File: src/rtl/zrss_pkg.sv
package zrss_pkg;

   // Fixed field widths of the stream and configuration ports.
   localparam int FIELD_BITS        = 24;
   localparam int PITCH_BITS        = 16;
   localparam int TOL_BITS          = 16;
   localparam int TIMEOUT_BITS      = 24;
   localparam int REST_BITS         = 16;
   localparam int CSR_INDEX_BITS    = 3;
   localparam int CSR_DATA_BITS     = 24;
   localparam int REQ_TDATA_BITS    = 56;
   localparam int RSP_TDATA_BITS    = 56;

   // Default setpoint width inside the block.
   localparam int POSITION_BITS_DEFAULT = 24;

   // Ticks of Y stillness needed before the next sweep starts.
   localparam logic [REST_BITS-1:0] REST_TICKS = 16'd50000;

   // Register reset values.
   localparam logic [PITCH_BITS-1:0]   LINE_PITCH_RESET = 16'd1;
   localparam logic [TOL_BITS-1:0]     TOLERANCE_RESET  = 16'd16;
   localparam logic [TIMEOUT_BITS-1:0] TIMEOUT_RESET    = 24'd1000;

   // Request kinds carried on req_tuser.
   localparam logic OP_TICK  = 1'b0;
   localparam logic OP_START = 1'b1;

   // Configuration register indexes.
   typedef enum logic [CSR_INDEX_BITS-1:0] {
      CSR_START_X   = 3'd0,
      CSR_STOP_X    = 3'd1,
      CSR_START_Y   = 3'd2,
      CSR_STOP_Y    = 3'd3,
      CSR_PITCH     = 3'd4,
      CSR_TOLERANCE = 3'd5,
      CSR_TIMEOUT   = 3'd6
   } csr_index_type;

   // Status flags of one result.
   typedef struct packed {
      logic fast_approach;
      logic scan_done;
   } rsp_flags_type;

endpackage

File: src/rtl/zrss_csr.sv
module zrss_csr
   import zrss_pkg::*;
#(
   parameter int POSITION_BITS = POSITION_BITS_DEFAULT
) (
   input  logic                      clock,
   input  logic                      reset,
   input  logic                      csr_we,
   input  logic [CSR_INDEX_BITS-1:0] csr_index,
   input  logic [CSR_DATA_BITS-1:0]  csr_wdata,
   output logic [POSITION_BITS-1:0]  start_x,
   output logic [POSITION_BITS-1:0]  stop_x,
   output logic [POSITION_BITS-1:0]  start_y,
   output logic [POSITION_BITS-1:0]  stop_y,
   output logic [PITCH_BITS-1:0]     line_pitch,
   output logic [TOL_BITS-1:0]       tolerance,
   output logic [TIMEOUT_BITS-1:0]   settle_timeout
);

   logic [POSITION_BITS-1:0] start_x_ff, start_x_in;
   logic [POSITION_BITS-1:0] stop_x_ff, stop_x_in;
   logic [POSITION_BITS-1:0] start_y_ff, start_y_in;
   logic [POSITION_BITS-1:0] stop_y_ff, stop_y_in;
   logic [PITCH_BITS-1:0]    pitch_ff, pitch_in;
   logic [TOL_BITS-1:0]      tol_ff, tol_in;
   logic [TIMEOUT_BITS-1:0]  timeout_ff, timeout_in;
   logic [POSITION_BITS-1:0] wdata_pos;

   // Positions are kept at the internal setpoint width.
   assign wdata_pos = POSITION_BITS'(csr_wdata);

   // Register write decode; indexes beyond the list are dropped.
   always_comb begin
      start_x_in = start_x_ff;
      stop_x_in  = stop_x_ff;
      start_y_in = start_y_ff;
      stop_y_in  = stop_y_ff;
      pitch_in   = pitch_ff;
      tol_in     = tol_ff;
      timeout_in = timeout_ff;
      if (csr_we) begin
         unique case (csr_index)
            CSR_START_X:   start_x_in = wdata_pos;
            CSR_STOP_X:    stop_x_in  = wdata_pos;
            CSR_START_Y:   start_y_in = wdata_pos;
            CSR_STOP_Y:    stop_y_in  = wdata_pos;
            CSR_PITCH:     pitch_in   = csr_wdata[PITCH_BITS-1:0];
            CSR_TOLERANCE: tol_in     = csr_wdata[TOL_BITS-1:0];
            CSR_TIMEOUT:   timeout_in = csr_wdata[TIMEOUT_BITS-1:0];
            default:       ;
         endcase
      end
   end

   always_ff @(posedge clock) begin
      if (reset) begin
         start_x_ff <= '0;
         stop_x_ff  <= '0;
         start_y_ff <= '0;
         stop_y_ff  <= '0;
         pitch_ff   <= LINE_PITCH_RESET;
         tol_ff     <= TOLERANCE_RESET;
         timeout_ff <= TIMEOUT_RESET;
      end else begin
         start_x_ff <= start_x_in;
         stop_x_ff  <= stop_x_in;
         start_y_ff <= start_y_in;
         stop_y_ff  <= stop_y_in;
         pitch_ff   <= pitch_in;
         tol_ff     <= tol_in;
         timeout_ff <= timeout_in;
      end
   end

   assign start_x        = start_x_ff;
   assign stop_x         = stop_x_ff;
   assign start_y        = start_y_ff;
   assign stop_y         = stop_y_ff;
   assign line_pitch     = pitch_ff;
   assign tolerance      = tol_ff;
   assign settle_timeout = timeout_ff;

endmodule

File: src/rtl/zrss_core.sv
module zrss_core
   import zrss_pkg::*;
#(
   parameter int POSITION_BITS = POSITION_BITS_DEFAULT
) (
   input  logic                     clock,
   input  logic                     reset,
   input  logic                     step_en,
   input  logic                     op,
   input  logic [POSITION_BITS-1:0] x_position,
   input  logic [POSITION_BITS-1:0] y_position,
   input  logic                     y_moving,
   input  logic [POSITION_BITS-1:0] start_x,
   input  logic [POSITION_BITS-1:0] stop_x,
   input  logic [POSITION_BITS-1:0] start_y,
   input  logic [POSITION_BITS-1:0] stop_y,
   input  logic [PITCH_BITS-1:0]    line_pitch,
   input  logic [TOL_BITS-1:0]      tolerance,
   input  logic [TIMEOUT_BITS-1:0]  settle_timeout,
   output logic [POSITION_BITS-1:0] x_target,
   output logic [POSITION_BITS-1:0] y_target,
   output rsp_flags_type            flags
);

   localparam int CMP_BITS = ((POSITION_BITS > TOL_BITS) ? POSITION_BITS : TOL_BITS) + 1;
   localparam int SUM_BITS = ((POSITION_BITS > PITCH_BITS) ? POSITION_BITS : PITCH_BITS) + 1;

   logic [POSITION_BITS-1:0] x_target_ff, x_target_in;
   logic [POSITION_BITS-1:0] y_target_ff, y_target_in;
   logic                     sweep_ff, sweep_in;
   logic                     forward_ff, forward_in;
   logic                     seeking_ff, seeking_in;
   logic                     active_ff, active_in;
   logic                     settle_run_ff, settle_run_in;
   logic [TIMEOUT_BITS-1:0]  settle_cnt_ff, settle_cnt_in;
   logic [REST_BITS-1:0]     rest_cnt_ff, rest_cnt_in;

   logic [TIMEOUT_BITS-1:0]  settle_dec;
   logic [TIMEOUT_BITS-1:0]  settle_load;
   logic [REST_BITS-1:0]     rest_inc;
   logic [SUM_BITS-1:0]      y_sum;
   logic [POSITION_BITS-1:0] y_step;
   logic [POSITION_BITS-1:0] y_short;
   logic                     end_reached;
   logic                     x_at_target;
   logic                     y_at_target;

   // Absolute distance within the position tolerance.
   function automatic logic near(input logic [POSITION_BITS-1:0] a,
                                 input logic [POSITION_BITS-1:0] b,
                                 input logic [TOL_BITS-1:0]      tol);
      logic [POSITION_BITS-1:0] diff;
      diff = (a >= b) ? (a - b) : (b - a);
      return CMP_BITS'(diff) <= CMP_BITS'(tol);
   endfunction

   // Shared comparisons and arithmetic of one tick.
   always_comb begin
      settle_dec  = (settle_run_ff && (settle_cnt_ff != '0)) ? settle_cnt_ff - 1'b1
                                                              : settle_cnt_ff;
      settle_load = settle_run_ff ? settle_dec : settle_timeout;
      rest_inc    = (rest_cnt_ff != {REST_BITS{1'b1}}) ? rest_cnt_ff + 1'b1 : rest_cnt_ff;
      y_sum       = SUM_BITS'(y_target_ff) + SUM_BITS'(line_pitch);
      y_step      = ((y_sum >> POSITION_BITS) != '0) ? {POSITION_BITS{1'b1}}
                                                      : y_sum[POSITION_BITS-1:0];
      y_short     = stop_y - y_position;
      end_reached = near(x_target_ff, stop_x, tolerance) &&
                    ((stop_y <= y_position) ||
                     (CMP_BITS'(y_short) <= CMP_BITS'(tolerance)));
      x_at_target = near(x_position, x_target_ff, tolerance);
      y_at_target = near(y_position, y_target_ff, tolerance);
   end

   // Next state and result flags of the accepted item.
   always_comb begin
      x_target_in         = x_target_ff;
      y_target_in         = y_target_ff;
      sweep_in            = sweep_ff;
      forward_in          = forward_ff;
      seeking_in          = seeking_ff;
      active_in           = active_ff;
      settle_run_in       = settle_run_ff;
      settle_cnt_in       = settle_cnt_ff;
      rest_cnt_in         = rest_cnt_ff;
      flags.fast_approach = 1'b0;
      flags.scan_done     = 1'b0;

      if (op == OP_START) begin
         // Start command: head for the start corner at full speed.
         x_target_in         = start_x;
         y_target_in         = start_y;
         forward_in          = 1'b1;
         sweep_in            = 1'b0;
         seeking_in          = 1'b1;
         active_in           = 1'b1;
         settle_run_in       = 1'b0;
         settle_cnt_in       = '0;
         rest_cnt_in         = '0;
         flags.fast_approach = 1'b1;
      end else if (active_ff) begin
         settle_cnt_in = settle_dec;
         if (end_reached) begin
            // End of the scan: one done pulse, then idle.
            active_in       = 1'b0;
            seeking_in      = 1'b0;
            flags.scan_done = 1'b1;
         end else if (seeking_ff && !(x_at_target && y_at_target)) begin
            flags.fast_approach = 1'b1;
         end else begin
            seeking_in = 1'b0;
            if (sweep_ff) begin
               // Sweep finished: step Y by one line.
               if (x_at_target) begin
                  y_target_in = y_step;
                  sweep_in    = 1'b0;
               end
            end else if (y_at_target) begin
               // Y reached: wait for rest or the settle timeout.
               settle_run_in = 1'b1;
               settle_cnt_in = settle_load;
               if ((settle_load == '0) ||
                   (!y_moving && (rest_inc >= REST_TICKS))) begin
                  settle_run_in = 1'b0;
                  settle_cnt_in = '0;
                  rest_cnt_in   = '0;
                  x_target_in   = forward_ff ? stop_x : start_x;
                  forward_in    = !forward_ff;
                  sweep_in      = 1'b1;
               end else begin
                  rest_cnt_in = y_moving ? '0 : rest_inc;
               end
            end
         end
      end
   end

   always_ff @(posedge clock) begin
      if (reset) begin
         x_target_ff   <= '0;
         y_target_ff   <= '0;
         sweep_ff      <= 1'b0;
         forward_ff    <= 1'b1;
         seeking_ff    <= 1'b0;
         active_ff     <= 1'b0;
         settle_run_ff <= 1'b0;
         settle_cnt_ff <= '0;
         rest_cnt_ff   <= '0;
      end else if (step_en) begin
         x_target_ff   <= x_target_in;
         y_target_ff   <= y_target_in;
         sweep_ff      <= sweep_in;
         forward_ff    <= forward_in;
         seeking_ff    <= seeking_in;
         active_ff     <= active_in;
         settle_run_ff <= settle_run_in;
         settle_cnt_ff <= settle_cnt_in;
         rest_cnt_ff   <= rest_cnt_in;
      end
   end

   // Results show the setpoints after the step.
   assign x_target = x_target_in;
   assign y_target = y_target_in;

endmodule

File: src/rtl/zigzag_raster_setpoint_sequencer_unit.sv
// Channel  Direction  Handshake              Payload
// req      in         req_tvalid/req_tready  tuser: op; tdata: x_position, y_position, y_moving
// rsp      out        rsp_tvalid/rsp_tready  tdata: x_setpoint, y_setpoint, fast_approach,
//                                                   scan_done
// csr      in         csr_we                 csr_index, csr_wdata
//
// One result per request; the result becomes valid after its request transfer has passed
// the input register and the result register.
// A request can be taken every cycle while the result register drains; the rate is set
// by the step logic between the input register and the result register.
// Reset is synchronous and active high and returns the handshake, scan state and
// configuration registers to their defaults.
// When rsp_tready is low the result register holds and the input register
// fills; req_tready then drops until the result is taken.
module zigzag_raster_setpoint_sequencer_unit
   import zrss_pkg::*;
#(
   parameter int POSITION_BITS = POSITION_BITS_DEFAULT
) (
   input  logic                      clock,
   input  logic                      reset,
   input  logic                      req_tvalid,
   output logic                      req_tready,
   input  logic                      req_tuser,   // op
   input  logic [REQ_TDATA_BITS-1:0] req_tdata,   // x_position, y_position, y_moving, zero pad
   output logic                      rsp_tvalid,
   input  logic                      rsp_tready,
   output logic [RSP_TDATA_BITS-1:0] rsp_tdata,   // x_setpoint, y_setpoint, fast_approach,
                                                  // scan_done, zero pad
   input  logic                      csr_we,
   input  logic [CSR_INDEX_BITS-1:0] csr_index,
   input  logic [CSR_DATA_BITS-1:0]  csr_wdata
);

   logic                     in_valid_ff, in_valid_in;
   logic                     in_op_ff;
   logic [POSITION_BITS-1:0] in_x_ff;
   logic [POSITION_BITS-1:0] in_y_ff;
   logic                     in_moving_ff;
   logic                     out_valid_ff, out_valid_in;
   logic [FIELD_BITS-1:0]    out_x_ff;
   logic [FIELD_BITS-1:0]    out_y_ff;
   rsp_flags_type            out_flags_ff;

   logic                     advance;
   logic                     req_fire;
   logic [POSITION_BITS-1:0] start_x, stop_x, start_y, stop_y;
   logic [PITCH_BITS-1:0]    line_pitch;
   logic [TOL_BITS-1:0]      tolerance;
   logic [TIMEOUT_BITS-1:0]  settle_timeout;
   logic [POSITION_BITS-1:0] x_target, y_target;
   rsp_flags_type            flags;

   zrss_csr #(
      .POSITION_BITS (POSITION_BITS)
   ) u_csr (
      .clock          (clock),
      .reset          (reset),
      .csr_we         (csr_we),
      .csr_index      (csr_index),
      .csr_wdata      (csr_wdata),
      .start_x        (start_x),
      .stop_x         (stop_x),
      .start_y        (start_y),
      .stop_y         (stop_y),
      .line_pitch     (line_pitch),
      .tolerance      (tolerance),
      .settle_timeout (settle_timeout)
   );

   zrss_core #(
      .POSITION_BITS (POSITION_BITS)
   ) u_core (
      .clock          (clock),
      .reset          (reset),
      .step_en        (advance),
      .op             (in_op_ff),
      .x_position     (in_x_ff),
      .y_position     (in_y_ff),
      .y_moving       (in_moving_ff),
      .start_x        (start_x),
      .stop_x         (stop_x),
      .start_y        (start_y),
      .stop_y         (stop_y),
      .line_pitch     (line_pitch),
      .tolerance      (tolerance),
      .settle_timeout (settle_timeout),
      .x_target       (x_target),
      .y_target       (y_target),
      .flags          (flags)
   );

   // The held request moves on when the result register is free or drains.
   assign advance    = in_valid_ff && (!out_valid_ff || rsp_tready);
   assign req_tready = !in_valid_ff || advance;
   assign req_fire   = req_tvalid && req_tready;

   always_comb begin
      in_valid_in  = req_fire ? 1'b1 : (advance ? 1'b0 : in_valid_ff);
      out_valid_in = advance ? 1'b1 : (rsp_tready ? 1'b0 : out_valid_ff);
   end

   // Handshake state.
   always_ff @(posedge clock) begin
      if (reset) begin
         in_valid_ff  <= 1'b0;
         out_valid_ff <= 1'b0;
      end else begin
         in_valid_ff  <= in_valid_in;
         out_valid_ff <= out_valid_in;
      end
   end

   // Input register, loaded on each request transfer.
   always_ff @(posedge clock) begin
      if (req_fire) begin
         in_op_ff     <= req_tuser;
         in_x_ff      <= POSITION_BITS'(req_tdata[FIELD_BITS-1:0]);
         in_y_ff      <= POSITION_BITS'(req_tdata[2*FIELD_BITS-1:FIELD_BITS]);
         in_moving_ff <= req_tdata[2*FIELD_BITS];
      end
   end

   // Result register, loaded when the step is taken.
   always_ff @(posedge clock) begin
      if (advance) begin
         out_x_ff     <= FIELD_BITS'(x_target);
         out_y_ff     <= FIELD_BITS'(y_target);
         out_flags_ff <= flags;
      end
   end

   assign rsp_tvalid = out_valid_ff;
   assign rsp_tdata  = {{(RSP_TDATA_BITS-2*FIELD_BITS-2){1'b0}},
                        out_flags_ff.scan_done, out_flags_ff.fast_approach,
                        out_y_ff, out_x_ff};

endmodule

File: config.mk
export PLATFORM = sky130hd
export DESIGN_NAME = zigzag_raster_setpoint_sequencer_unit
export DESIGN_NICKNAME = d
export VERILOG_FILES = /design/src/rtl/zrss_pkg.sv /design/src/rtl/zrss_csr.sv /design/src/rtl/zrss_core.sv /design/src/rtl/zigzag_raster_setpoint_sequencer_unit.sv
export SDC_FILE = /design/constraint.sdc
export NUM_CORES = 1
export LEC_CHECK = 0
export CAP_MARGIN = 5
export CORE_MARGIN = 10
export CORE_UTILIZATION = 60
export CTS_CLUSTER_DIAMETER = 30
export DETAILED_ROUTE_END_ITERATION = 8
export DONT_BUFFER_PORTS = 1
export PLACE_DENSITY_LB_ADDON = 0.12
export SYNTH_ARGS = -nofsm -noshare
export SYNTH_HDL_FRONTEND = slang
export SYNTH_SLANG_ARGS = --single-unit
File: constraint.sdc
create_clock -name clock -period 19.2 [get_ports clock]
set_input_delay 3.84 -clock clock [delete_from_list [all_inputs] [get_ports clock]]
set_output_delay 3.84 -clock clock [all_outputs]
set_load 0.03 [all_outputs]
=== After elaboration in Yosys (flattened, before gate mapping) ===
Cells that the tools add are included.

* Input bits: 89
* Bits in registers: 347
* Output and inout port bits: 58
* Word-level logic and storage cells: 167

* Eq/ne operators: 11
* Reduce and logical (&&, ||, !) cells: 37
* Magnitude comparators: 9
* Multiplexer cells: 73
* $add $sub $neg: 10
* Bitwise logic cells: 1

{| class="wikitable"
|+ Operators with widths
! cell !! number
|-
| 24-bit two-way mux || 27
|-
| 24-bit subtractor || 7
|-
| 16-bit two-way mux || 9
|-
| 24-bit by 16-bit less-or-equal comparator with 1-bit output || 4
|-
| 24-bit greater-or-equal comparator || 3
|-
| 1-bit two-way mux || 36
|-
| 24-bit by 16-bit adder with 25-bit output || 1
|-
| 24-bit less-or-equal comparator || 1
|-
| 24-bit logical NOT || 1
|-
| 24-bit nonzero test || 1
|-
| 24-bit by 1-bit subtractor with 24-bit output (second input constant) || 1
|-
| 16-bit by 1-bit adder with 16-bit output (second input constant) || 1
|-
| 16-bit greater-or-equal comparator (second input constant) || 1
|-
| 16-bit != test (second input constant) || 1
|-
| 2-bit AND reduction || 8
|-
| 2-bit nonzero test || 5
|-
| 3-bit == test (second input constant) || 3
|-
| 1-bit logical AND || 7
|-
| 7-bit AND reduction || 1
|-
| 3-bit by 2-bit == test with 1-bit output (second input constant) || 2
|-
| 2-bit != test (second input constant) || 3
|-
| 6-bit AND reduction || 1
|-
| 1-bit logical NOT || 5
|-
| 1-bit logical OR || 4
|-
| other kinds (8) || 8
|}

=== Longest topological paths before layout ===
* Depth in word-level cells: 13
* Gate-level depth with buffers: 33
* Gate-level depth less buffers: 28

=== Modules after synthesis ===
A second synthesis with hierarchy kept.

* Cells, all modules: 3,192
* Area total of the unflattened synthesis: 27,104.7 um^2

{| class="wikitable"
|+ Modules (own cells, without submodules)
! module !! instances !! cells each !! sequential area each (um^2) !! area an instance (um^2)
|-
| zrss_core || 1 || 2,534 || 1,861.8 || 17,957.2
|-
| zrss_csr || 1 || 541 || 3,042.9 || 5,992.0
|-
| zigzag_raster_setpoint_sequencer_unit || 1 || 117 || 3,042.9 || 3,155.5
|}

=== Least setup slack after synthesis ===
Ideal clock, no wire load.

* Kind: in2out
* Start: in rsp_tready
* End: out req_tready
* Arrival time: 4.243 ns
* Buffers on the path: 0
* Required time: 15.360 ns
* Slack: 11.117 ns
* Stages on the path: 2
* Cell sequence: nor2b_1 -> nand2_1

* Longest elaborated chain between the ends: 3

{| class="wikitable"
|+ Ends and longest elaborated chain
! item !! RTL line !! source
|-
| start: declaration || zigzag_raster_setpoint_sequencer_unit.sv:27 || <nowiki>input logic rsp_tready,</nowiki>
|-
| 1-bit logical OR || zigzag_raster_setpoint_sequencer_unit.sv:94 || <nowiki>assign advance = in_valid_ff && (!out_valid_ff || rsp_tready);</nowiki>
|-
| 1-bit logical AND || zigzag_raster_setpoint_sequencer_unit.sv:94 ||
|-
| 1-bit logical OR || zigzag_raster_setpoint_sequencer_unit.sv:95 || <nowiki>assign req_tready = !in_valid_ff || advance;</nowiki>
|-
| end: declaration || zigzag_raster_setpoint_sequencer_unit.sv:23 || <nowiki>output logic req_tready,</nowiki>
|}

No other way between the ends.

=== Final worst setup path ===
* Start: reg u_core.y_target_ff[1]
* End: reg out_x_ff[3] (data pin)

* Longest elaborated chain between the ends: 10
* Elaborated cells on any way between the ends: 14
* Classes of those cells: add/sub: 2; order compare: 2; mux: 7; reduce/logical: 3

{| class="wikitable"
|+ Ends and longest elaborated chain
! item !! RTL line !! source
|-
| start: declaration || zrss_core.sv:29 || <nowiki>logic [POSITION_BITS-1:0] y_target_ff, y_target_in;</nowiki>
|-
| start signal: assignment || zrss_core.sv:150 || <nowiki>y_target_ff <= y_target_in;</nowiki>
|-
| 24-bit subtractor or 24-bit greater-or-equal comparator (tied branches) || zrss_core.sv:53 || <nowiki>diff = (a >= b) ? (a - b) : (b - a);</nowiki>
|-
| 24-bit two-way mux (*) || zrss_core.sv:53 ||
|-
| 24-bit by 16-bit less-or-equal comparator with 1-bit output (*) || zrss_core.sv:54 || <nowiki>return CMP_BITS'(diff) <= CMP_BITS'(tol);</nowiki>
|-
| 1-bit logical AND || zrss_core.sv:107 || <nowiki>end else if (seeking_ff && !(x_at_target && y_at_target)) begin</nowiki>
|-
| 1-bit logical NOT || zrss_core.sv:107 ||
|-
| 1-bit logical AND || zrss_core.sv:107 ||
|-
| 24-bit two-way mux (*) || zrss_core.sv:107 ||
|-
| 24-bit two-way mux (*) || zrss_core.sv:102 || <nowiki>if (end_reached) begin</nowiki>
|-
| 24-bit two-way mux (*) || zrss_core.sv:100 || <nowiki>end else if (active_ff) begin</nowiki>
|-
| 24-bit two-way mux (*) || zrss_core.sv:88 || <nowiki>if (op == OP_START) begin</nowiki>
|-
| named net u_core.x_target[3] || zrss_core.sv:20 || <nowiki>output logic [POSITION_BITS-1:0] x_target,</nowiki>
|-
| end signal: assignment || zigzag_raster_setpoint_sequencer_unit.sv:127 || <nowiki>out_x_ff <= FIELD_BITS'(x_target);</nowiki>
|-
| end: declaration || zigzag_raster_setpoint_sequencer_unit.sv:41 || <nowiki>logic [FIELD_BITS-1:0] out_x_ff;</nowiki>
|}

Mark *: on every way through the listed nets, which the timed path passes. The rest lies on a longest branch.
A chain may end at the register's enable or synchronous reset.

==> results.json <==
{
  "outcome": "finished clean",
  "critPathMaxFanout": 24,
  "synth_edf_count": 100,
  "synth_top_flop_cell": "dfxtp_1",
  "grt_pass1_wl_microns": 144000,
  "grt.met1_usage_pct": 44.1,
  "antenna_found_initial": 3,
  "cts_root_buffer": "clkbuf_16",
  "worstSetupStartpointType": "flip-flop",
  "fmax_mhz": 115,
  "rrSetupSlack_ns": 10.53,
  "nets": 3672,
  "skew_ns": 0.0755,
  "end_kind": "flip-flop",
  "finalHoldViolations": 0,
  "synthesis.area_sq_um": 26600,
  "area_growth_pct": 10.9,
  "use_met2_pct": 51.7,
  "route.detailed.wl_per_inst_microns": 23.7,
  "fillers": 3661,
  "die_area_sq_um": 53100,
  "synth.most_common_cell": "nand2_1",
  "multiInputGateArea_sq_um": 17000,
  "gr-max-usage-layer": "met2",
  "regArea_sq_um": 7950,
  "die_x_microns": 230,
  "htree_num_levels": 3,
  "synth_top_area_share_pct": 18.6,
  "vias_per_cell": 6.68,
  "first_pass_iters": 8,
  "p_per_area_nw_per_um2": 92.3,
  "hpwl_microns": 68500,
  "port_buffers": 0,
  "grt_use_met3_pct": 10.2,
  "grt_usage_pct": 34.2,
  "die_h_microns": 230,
  "synth_area_leaders": "dfxtp_1 19%, ha_1 12%, edfxtp_1 11%",
  "hold_path.class": "flip-flop to flip-flop",
  "diodes": 0,
  "maxCapViolCount": 0,
  "synth_common_cells": "510 x nand2_1, 407 x a21oi_1, 248 x ha_1",
  "ios": 147,
  "async_flop_share_pct": 0,
  "rsz0062_at_grt": "no",
  "drive_above_1_share_pct": 6.42,
  "fin_cells": 3987,
  "drcViolationCount": 0,
  "design.core.area_sq_um": 44000,
  "ctsHoldBuffers": 0,
  "cts_setup_buffers": 0,
  "ys_types": 97,
  "cts_buffers": 81,
  "vdd_drop_max_mv": 0.112,
  "total_leakage_power_nw": 11.4,
  "cts_tree": "yes",
  "first_global_vias": 25100,
  "yosys.area.top_type": "dfxtp_1",
  "synth-seq-cells": 347,
  "insertion_delay_ns": 0.65,
  "cts.sinks": 347,
  "dp.cells": 3836,
  "final_util_pct": 67.0,
  "yosysSeqAreaShare_pct": 29.9,
  "overflow": 0,
  "vias": 26600,
  "cts_resized": 0,
  "start_util_pct": 60.4,
  "drt_iter0_markers": 3413,
  "cp.required_ns": 19.64,
  "min_period_ns": 8.67,
  "syn_inst": 3417,
  "num_rows": 77,
  "drt-total-wl_microns": 94500,
  "clockBufferDepth": 3,
  "tightest_slew_ns": 1.33,
  "worstSetupPathType": "flip-flop to flip-flop",
  "grt_max_degree": 223,
  "setup_viol": 0,
  "fin_crit_sh_pct": 45.2,
  "setup-tns-final_ns": 0,
  "gp_congestion": 0.990,
  "postRouteAntennaNets": 0,
  "critPathArrivalTime_ns": 9.11,
  "syn_avg_cell_area_sq_um": 7.78,
  "relSlewSlack_pct": 11.4,
  "clkTransAtPathRegs_ns": 0.05,
  "drv_slew": 0,
  "yosys_warnings": 0
}
-- where the power goes --
| group | switching (mW) | internal [mW] |
|---|---|---|
| registers | 0.0336 | 0.781 |
| logic | 0.327 | 0.200 |
| clock network | 0.471 | 0.909 |
-- worst paths after layout --
path | start | to | depth (start not counted)
setup / recovery | u_core.y_target_ff[1]$_SDFFE_PP0P_ | out_x_ff[3]$_DFFE_PP_ | 21
hold / removal | u_csr.tolerance[8]$_SDFFE_PP0P_ | u_csr.tolerance[8]$_SDFFE_PP0P_ | 2
setup reg to reg | u_core.y_target_ff[1]$_SDFFE_PP0P_ | out_x_ff[3]$_DFFE_PP_ | 21
hold reg to reg | u_csr.tolerance[8]$_SDFFE_PP0P_ | u_csr.tolerance[8]$_SDFFE_PP0P_ | 2
-- per-stage QoR --
step / area [sq um] / total power [mW] / setup WS, ns / hold slack [ns]
floorplan: 26600 / 1.21 / 11.12 / 0.432
global placement: 26700 / 1.32 / 10.92 / 0.440
detailed placement: 26700 / 1.33 / 10.85 / 0.448
CTS: 29500 / 2.71 / 10.78 / 0.454
global route: 29500 / 2.81 / 10.12 / 0.474
finish: 29500 / 2.72 / 10.53 / 0.455
-- cell type report --
cell class / count / area share, %
Clock inverter: 49 / 1.77
Multi-Input combinational cell: 2645 / 57.6
Sequential cell: 347 / 27.0
Tap cell: 592 / 2.51
Timing Repair Buffer: 25 / 0.637
Clock buffer: 102 / 7.67
Inverter: 227 / 2.89
-- cell families (layout without fill, tap and decap cells) --
family          Yosys count  count (layout)  synth area share, %
xor+xnor                103             103                 3.39
compound gates         1091            1091                 26.1
other cells               1               6               0.0141
fa+ha+maj               256             256                 12.3
simple gates           1158            1158                 20.6
mux                      31              31                 1.20
buf+inv                 430             403                 6.45
flops                   347             347                 29.9
-- cells in the final DEF, fill, tap and decap left out, drive strengths merged, types with 52 or more instances in the layout --
cell and count:
o21ai 189, xnor2 65, nand2 510, clkbuf 102, nand3 93, ha 248, nand4 60, a21o 58
o31ai 57, edfxtp 100, nor2 211, inv 231, a21oi 408, dfxtp 247, nor3 52
-- critical path, stage by stage (launching register included) --
cell and delay (ns):
dfxtp_1 0.66, inv_1 0.35, fa_1 0.52, a211oi_2 0.31, o211ai_1 0.17, a211oi_2 0.50, o221a_2 0.70, a21oi_1 0.27
a221oi_1 0.42, xnor2_1 0.18, ha_1 0.27, and4_1 0.22, and2_0 0.16, a221oi_1 0.27, a21oi_1 0.14, a31oi_1 0.22
or4b_1 0.57, or2_4 0.33, nor4_4 0.41, nand3_1 0.25, o21ai_2 1.08, a22o_1 0.43
-- per-layer routing --
| layer | share of wire, % | vias to the layer above |
|---|---|---|
| li1 | - | 12200 |
| met1 | 41 | 12700 |
| met2 | 43 | 1532 |
| met3 | 12 | 278 |
| met4 | 4.7 | 2 |
| met5 | 0.014 | - |
Power figures use the tool's default switching activity.
